==> config.mk <==
export PLATFORM = sky130hd
export DESIGN_NAME = ordered_list_delete_engine_unit
export DESIGN_NICKNAME = d
export VERILOG_FILES = /design/src/rtl/core/old_pkg.sv /design/src/rtl/core/old_store.sv /design/src/rtl/core/ordered_list_delete_engine_unit.sv
export SDC_FILE = /design/constraint.sdc
export NUM_CORES = 1
export LEC_CHECK = 0
export BUFFER_PORTS_ARGS = -buffer_cell sky130_fd_sc_hd__clkbuf_2
export CAP_MARGIN = 25
export CORE_MARGIN = 3
export CORE_UTILIZATION = 55
export DETAILED_ROUTE_END_ITERATION = 8
export HOLD_SLACK_MARGIN = 0.03
export PLACE_DENSITY = 0.75
export SYNTH_ARGS = -nofsm -noshare
export SYNTH_HDL_FRONTEND = slang
export SYNTH_SLANG_ARGS = --single-unit
export TNS_END_PERCENT = 30
==> constraint.sdc <==
create_clock -name i_clk -period 3.1 [get_ports i_clk]
set_input_delay 0.465 -clock i_clk [delete_from_list [all_inputs] [get_ports i_clk]]
set_output_delay 0.465 -clock i_clk [all_outputs]
set_load 0.05 [all_outputs]
==> src/rtl/core/old_pkg.sv <==
// Shared constants, codes and types for the ordered list delete engine.
`timescale 1ns / 1ps

package old_pkg;

    localparam int MAX_ENTRIES = 16;
    localparam int IDX_W  = (MAX_ENTRIES > 1) ? $clog2(MAX_ENTRIES) : 1;
    localparam int CNT_W  = $clog2(MAX_ENTRIES + 1);
    localparam int DATA_W = 32;
    localparam int FUNC_W = 3;
    localparam int STAT_W = 2;

    typedef logic [FUNC_W-1:0]        t_func;
    typedef logic [STAT_W-1:0]        t_status;
    typedef logic [IDX_W-1:0]         t_idx;
    typedef logic [CNT_W-1:0]         t_cnt;
    typedef logic signed [DATA_W-1:0] t_data;

    localparam t_func FN_APPEND    = 3'd0;
    localparam t_func FN_DEL_FRONT = 3'd1;
    localparam t_func FN_DEL_LAST  = 3'd2;
    localparam t_func FN_DEL_KEY   = 3'd3;
    localparam t_func FN_DUMP      = 3'd4;

    localparam t_status ST_OK    = 2'd0;
    localparam t_status ST_EMPTY = 2'd1;
    localparam t_status ST_NOKEY = 2'd2;
    localparam t_status ST_FULL  = 2'd3;

endpackage

==> src/rtl/core/old_store.sv <==
// Entry storage: one write port and one read port with registered read data.
`timescale 1ns / 1ps

module old_store (
    input  logic          i_clk,
    input  logic          i_we,
    input  old_pkg::t_idx  i_waddr,
    input  old_pkg::t_data i_wdata,
    input  old_pkg::t_idx  i_raddr,
    output old_pkg::t_data o_rdata
);
    import old_pkg::*;

    t_data r_mem [MAX_ENTRIES];
    t_data r_rdata;

    always_ff @(posedge i_clk) begin
        if (i_we) begin
            r_mem[i_waddr] <= i_wdata;
        end
        r_rdata <= r_mem[i_raddr];
    end

    assign o_rdata = r_rdata;

endmodule

==> src/rtl/core/ordered_list_delete_engine_unit.sv <==
// Top level of the ordered list delete engine: request sequencer around the entry store.
//
//   channel   signals                                      direction
//   request   start, busy, i_func, i_item_value,           in
//             i_key_value
//   result    o_strobe, o_status, o_entry_value,           out
//             o_entry_count, o_last
//
// Append, delete last, any request on an empty list and unused codes are handled
// in the idle state and leave busy low. Delete front, delete key and dump walk the store
// through its single read port, one entry a cycle, and hold busy until the tail entry
// has been handled. Each result is registered and appears in the cycle after the step that makes it.
// Reset is synchronous and clears the list; the receiver cannot stall results.
`timescale 1ns / 1ps

module ordered_list_delete_engine_unit (
    input  logic                  i_clk,
    input  logic                  i_rst_n,
    input  logic                  start,
    output logic                  busy,
    input  old_pkg::t_func        i_func,
    input  old_pkg::t_data        i_item_value,
    input  old_pkg::t_data        i_key_value,
    output logic                  o_strobe,
    output old_pkg::t_status      o_status,
    output old_pkg::t_data        o_entry_value,
    output old_pkg::t_cnt         o_entry_count,
    output logic                  o_last
);
    import old_pkg::*;

    localparam logic S_IDLE = 1'b0;
    localparam logic S_SCAN = 1'b1;

    logic    r_state, n_state;
    t_cnt    r_count, n_count;
    t_func   r_func, n_func;
    t_data   r_key, n_key;
    t_cnt    r_rd_cnt, n_rd_cnt;
    logic    r_pend, n_pend;
    t_idx    r_pidx, n_pidx;
    logic    r_found, n_found;
    logic    r_strobe, n_strobe;
    t_status r_status, n_status;
    t_data   r_value, n_value;
    t_cnt    r_ecount, n_ecount;
    logic    r_last, n_last;

    logic    accept;
    logic    match;
    logic    is_tail;
    logic    mem_we;
    t_idx    mem_waddr;
    t_data   mem_wdata;
    t_idx    mem_raddr;
    t_data   mem_rdata;

    old_store u_store (
        .i_clk   (i_clk),
        .i_we    (mem_we),
        .i_waddr (mem_waddr),
        .i_wdata (mem_wdata),
        .i_raddr (mem_raddr),
        .o_rdata (mem_rdata)
    );

    assign busy   = (r_state == S_SCAN);
    assign accept = start & ~busy;

    assign match   = (r_func == FN_DEL_FRONT) || (mem_rdata == r_key);
    assign is_tail = (t_cnt'(r_pidx) == (r_count - t_cnt'(1)));

    always_comb begin
        n_state   = r_state;
        n_count   = r_count;
        n_func    = r_func;
        n_key     = r_key;
        n_rd_cnt  = r_rd_cnt;
        n_pend    = 1'b0;
        n_pidx    = r_pidx;
        n_found   = r_found;
        n_strobe  = 1'b0;
        n_status  = ST_OK;
        n_value   = '0;
        n_ecount  = r_count;
        n_last    = 1'b1;
        mem_we    = 1'b0;
        mem_waddr = r_count[IDX_W-1:0];
        mem_wdata = i_item_value;
        mem_raddr = r_rd_cnt[IDX_W-1:0];

        case (r_state)
            S_IDLE: begin
                if (accept) begin
                    n_func = i_func;
                    n_key  = i_key_value;
                    case (i_func)
                        FN_APPEND: begin
                            n_strobe = 1'b1;
                            if (r_count == t_cnt'(MAX_ENTRIES)) begin
                                n_status = ST_FULL;
                            end else begin
                                mem_we   = 1'b1;
                                n_count  = r_count + t_cnt'(1);
                                n_ecount = r_count + t_cnt'(1);
                            end
                        end
                        FN_DEL_LAST: begin
                            n_strobe = 1'b1;
                            if (r_count == '0) begin
                                n_status = ST_EMPTY;
                            end else begin
                                n_count  = r_count - t_cnt'(1);
                                n_ecount = r_count - t_cnt'(1);
                            end
                        end
                        FN_DEL_FRONT, FN_DEL_KEY, FN_DUMP: begin
                            if (r_count == '0) begin
                                n_strobe = 1'b1;
                                n_status = ST_EMPTY;
                            end else begin
                                mem_raddr = '0;
                                n_rd_cnt  = t_cnt'(1);
                                n_pend    = 1'b1;
                                n_pidx    = '0;
                                n_found   = 1'b0;
                                n_state   = S_SCAN;
                            end
                        end
                        default: begin
                        end
                    endcase
                end
            end
            S_SCAN: begin
                if (r_rd_cnt < r_count) begin
                    n_pend   = 1'b1;
                    n_pidx   = r_rd_cnt[IDX_W-1:0];
                    n_rd_cnt = r_rd_cnt + t_cnt'(1);
                end
                if (r_pend) begin
                    if (r_func == FN_DUMP) begin
                        n_strobe = 1'b1;
                        n_value  = mem_rdata;
                        n_last   = is_tail;
                    end else begin
                        if (r_found) begin
                            mem_we    = 1'b1;
                            mem_waddr = r_pidx - t_idx'(1);
                            mem_wdata = mem_rdata;
                        end else if (match) begin
                            n_found = 1'b1;
                        end
                        if (is_tail) begin
                            n_strobe = 1'b1;
                            if (r_found || match) begin
                                n_count  = r_count - t_cnt'(1);
                                n_ecount = r_count - t_cnt'(1);
                            end else begin
                                n_status = ST_NOKEY;
                            end
                        end
                    end
                    if (is_tail) begin
                        n_state = S_IDLE;
                    end
                end
            end
            default: begin
                n_state = S_IDLE;
            end
        endcase
    end

    always_ff @(posedge i_clk) begin
        if (!i_rst_n) begin
            r_state  <= S_IDLE;
            r_count  <= '0;
            r_pend   <= 1'b0;
            r_strobe <= 1'b0;
        end else begin
            r_state  <= n_state;
            r_count  <= n_count;
            r_pend   <= n_pend;
            r_strobe <= n_strobe;
        end
    end

    always_ff @(posedge i_clk) begin
        r_func   <= n_func;
        r_key    <= n_key;
        r_rd_cnt <= n_rd_cnt;
        r_pidx   <= n_pidx;
        r_found  <= n_found;
        r_status <= n_status;
        r_value  <= n_value;
        r_ecount <= n_ecount;
        r_last   <= n_last;
    end

    assign o_strobe      = r_strobe;
    assign o_status      = r_status;
    assign o_entry_value = r_value;
    assign o_entry_count = r_ecount;
    assign o_last        = r_last;

endmodule
==> results.md <==
- Outcome: complete, no violations
- Max VDD drop: 0.455 mV
- Routed WL: 67000 µm
- M1 WL: 27100 µm
- RSZ-0062 raised after global routing: true
- Sw Ratio: 0.229
- Nets: 1999
- Yosys reg bits: 637
- CTS tree: built
- Initial antenna violation count: 4
- Slew headroom: 0.377
- Cell Pwr Density: 639 nW/µm²
- Pre-CTS WS: 0.241 ns
- Layout area overhead: 17.4%
- Primary FF master, synth: edfxtp_1
- Crit path arrival time: 3.28 ns
- Setup Fix Bufs, Post-CTS: 0
- Setup Viol. Count Final: 0
- 1st-iter DRT viols: 2698
- Slew Limit Fails: 0
- Syn Nets: 1820
- Yosys warning total: 0
- Avg Inst Size Synth: 14.4 µm²
- Die Height: 220 µm
- Max_cap viols: 0
- Reg power frac: 0.511
- Wire length on met2: 29700 µm
- Final Skew: 0.0242 ns
- Global placer's final weighted congestion: 0.907
- Worst Tran Pin Value: 0.934 ns
- Final period utilization: 0.960
- Setup WS post-layout: 0.125 ns
- # clock sinks: 637
- Site row count: 77
- Post-synthesis cell count: 1742
- Crit path time final: 2.97 ns
- Vias: 16.2k
- Die width: 220 µm
- CTS Buffer Depth: 3
- TritonCTS Buffers: 61
- Finished Cell Area: 29500 µm²
- Routed len/inst: 26.1 µm
- Setup CP Type: reg2reg
- I/O pin cnt: 112
- Hold Violations, Final: 0
- Core Area: 44700 µm²
- Gr usage total: 0.278
- Internal power: 14.6 mW
- Drt pass-1 iters: 7
- Number of global-route vias before repair: 15.5k
- I/O Buffers: 111
- Crit path required time: 3.41 ns
- First-pass GRT wire length: 99100 µm
- H-tree level count: 2
- CP Launch Type: flip-flop
- DP HPWL: 42800 µm
- Number of diodes: 0
- Mapped Area: 25200 µm²
- Area after DPL: 27100 µm²
- Starting Density: 0.563
- Min Hold Slack: 0.119 ns
- Top Layer Used: met5
- CTS Root Cell: clkbuf_16
- Unique masters post-synth: 61
- GRT overflow: 0
- FMAX: 0.336 GHz
- Remaining antenna violation count: 0
- Overall die area: 48400 µm²
- Logic pwr share: 0.077
- Largest net degree at the start of global routing: 68
- Share of post-route cells with drive strength above 1: 0.187
- CP endpoint kind: flip-flop
- Later-pin clock latency in the skew report: 0.64 ns
- Worst Hold Class: in2reg
- WL met3: 8460 µm
- Lkg Pwr: 10.5 nW
- Crit Path Max Fanout: 13
- Post-synth EDFFs: 557
- Post-synth ARST share: 0
- Clk slew on worst S/H paths: 0.07 ns
- Drt drc: 0
- Final setup TNS: 0 ns
- Sequential area share after synthesis: 0.728
- DR vias/cell: 6.32
- NetSw: 4.31 mW
- Clock group share of total power: 0.411
## metrics by stage
stage,cells,power [mW],utilization
6_report,2565,18.9,0.661
5_1_grt,2565,19.4,0.661
4_1_cts,2565,18.9,0.661
3_5_place_dp,2418,11.2,0.607
3_3_place_gp,2418,11.2,0.607
2_1_floorplan,1742,10.5,-
## power by group through the flow
stage / clock (mW) / sequential (mW) / combinational, mW
2_1_floorplan: 0 / 9.79 / 0.750
3_3_place_gp: 0 / 9.83 / 1.36
3_5_place_dp: 0 / 9.83 / 1.39
4_1_cts: 7.84 / 9.65 / 1.43
5_1_grt: 8.20 / 9.65 / 1.55
6_report: 7.76 / 9.65 / 1.46
## final timing paths
check,from,end,slack (ns),cells past startpoint
max reg2reg,r_func[1]$_DFFE_PP_,u_store.r_mem[0][24]$_DFFE_PP_,0.13,6
min,i_func[2],r_func[2]$_DFFE_PP_,0.12,1
max,r_func[1]$_DFFE_PP_,u_store.r_mem[0][24]$_DFFE_PP_,0.13,6
min reg2reg,u_store.o_rdata[26]$_DFF_P_,o_entry_value[26]$_SDFF_PN0_,0.52,1
## worst max-delay path: stages (launching register included)
cell and delay (ns):
edfxtp_1 0.39, or3b_2 0.55, and4_2 0.35, o21ai_0 0.41
nand2_1 0.40, nor2_4 0.25, buf_4 0.27
## placed cells by master (no fill, tap or decap), types with 3 or more instances in the layout
master,count
inv_1,12
nand3_1,5
and2_1,40
edfxtp_1,557
nor2_1,238
clkinv_1,5
xnor2_1,7
buf_4,61
a21o_1,34
xor2_1,36
dfxtp_1,80
nand4_1,33
nor3_1,11
clkbuf_16,61
nor4_1,9
nand2_1,30
o21ai_0,41
clkbuf_2,111
clkinv_2,17
o211ai_1,3
nor2b_1,4
clkbuf_8,5
a21oi_1,137
dlygate4sd3_1,32
o22ai_1,4
clkbuf_1,12
o221ai_1,91
mux2_2,35
bufinv_16,10
nor2_4,17
o31ai_1,8
a211oi_1,37
ha_1,8
buf_12,28
nand2b_1,9
mux2i_1,98
## cells in the mapped netlist, types with 9 or more instances
| cell | instances | area, µm² |
|---|---|---|
| a21o_1 | 35 | 263 |
| edfxtp_1 | 557 | 16700 |
| nand4_1 | 33 | 206 |
| nor2_1 | 256 | 961 |
| and2_1 | 40 | 250 |
| a21oi_1 | 137 | 686 |
| nor3_1 | 11 | 55.1 |
| dfxtp_1 | 80 | 1600 |
| xor2_1 | 36 | 315 |
| buf_1 | 10 | 37.5 |
| a211oi_1 | 37 | 278 |
| clkbuf_1 | 57 | 214 |
| mux2i_1 | 98 | 981 |
| mux2_2 | 35 | 394 |
| nor4_1 | 9 | 56.3 |
| nand2b_1 | 10 | 62.6 |
| inv_1 | 13 | 48.8 |
| o221ai_1 | 91 | 797 |
| nand2_1 | 30 | 113 |
| buf_2 | 45 | 225 |
| o21ai_0 | 41 | 205 |
## state kept, by name (all words and copies together) (netlist names)
signal	flops
u_store.r_mem	512
o_entry_value	32
r_key	32
u_store.o_rdata	32
o_entry_count	5
r_count	5
r_rd_cnt	5
r_pidx	4
r_func	3
o_status	2
busy	1
o_last	1
o_strobe	1
r_found	1
r_pend	1
## area by class of cell
cell class                      instances  area, µm²
Inverter                               13       48.8
Clock inverter                         37        462
Sequential cell                       637      18300
Fill cell                            3031      15200
Tap cell                              592        741
Timing Repair Buffer                  232       1890
Multi-Input combinational cell        976       6430
Clock buffer                           78       1640
## what timing repair did
action	in CTS	in global routing
gates resized for setup	0	0
hold endpoints to repair	32	0
setup endpoints to repair	0	59
hold buffers	32	0
## per-layer routing
layer | global-route usage | vias to the layer above
met2 | 0.411 | 1060
met4 | 0.0786 | 2
met3 | 0.0687 | 118
met1 | 0.415 | 8009
li1 | - | 7013
met5 | 0 | -
## logic make-up after synthesis
logic type	after synthesis	share of synthesized area
multiplexers	133	0.0546
AND/OR/NAND/NOR	418	0.0766
XOR/XNOR	43	0.0150
AO/OA/AOI/OAI	374	0.0995
buffers and inverters	129	0.0222
adder cells (fa/ha/maj)	8	0.00398
flip-flops	637	0.728
Power figures use the tool's default switching activity.
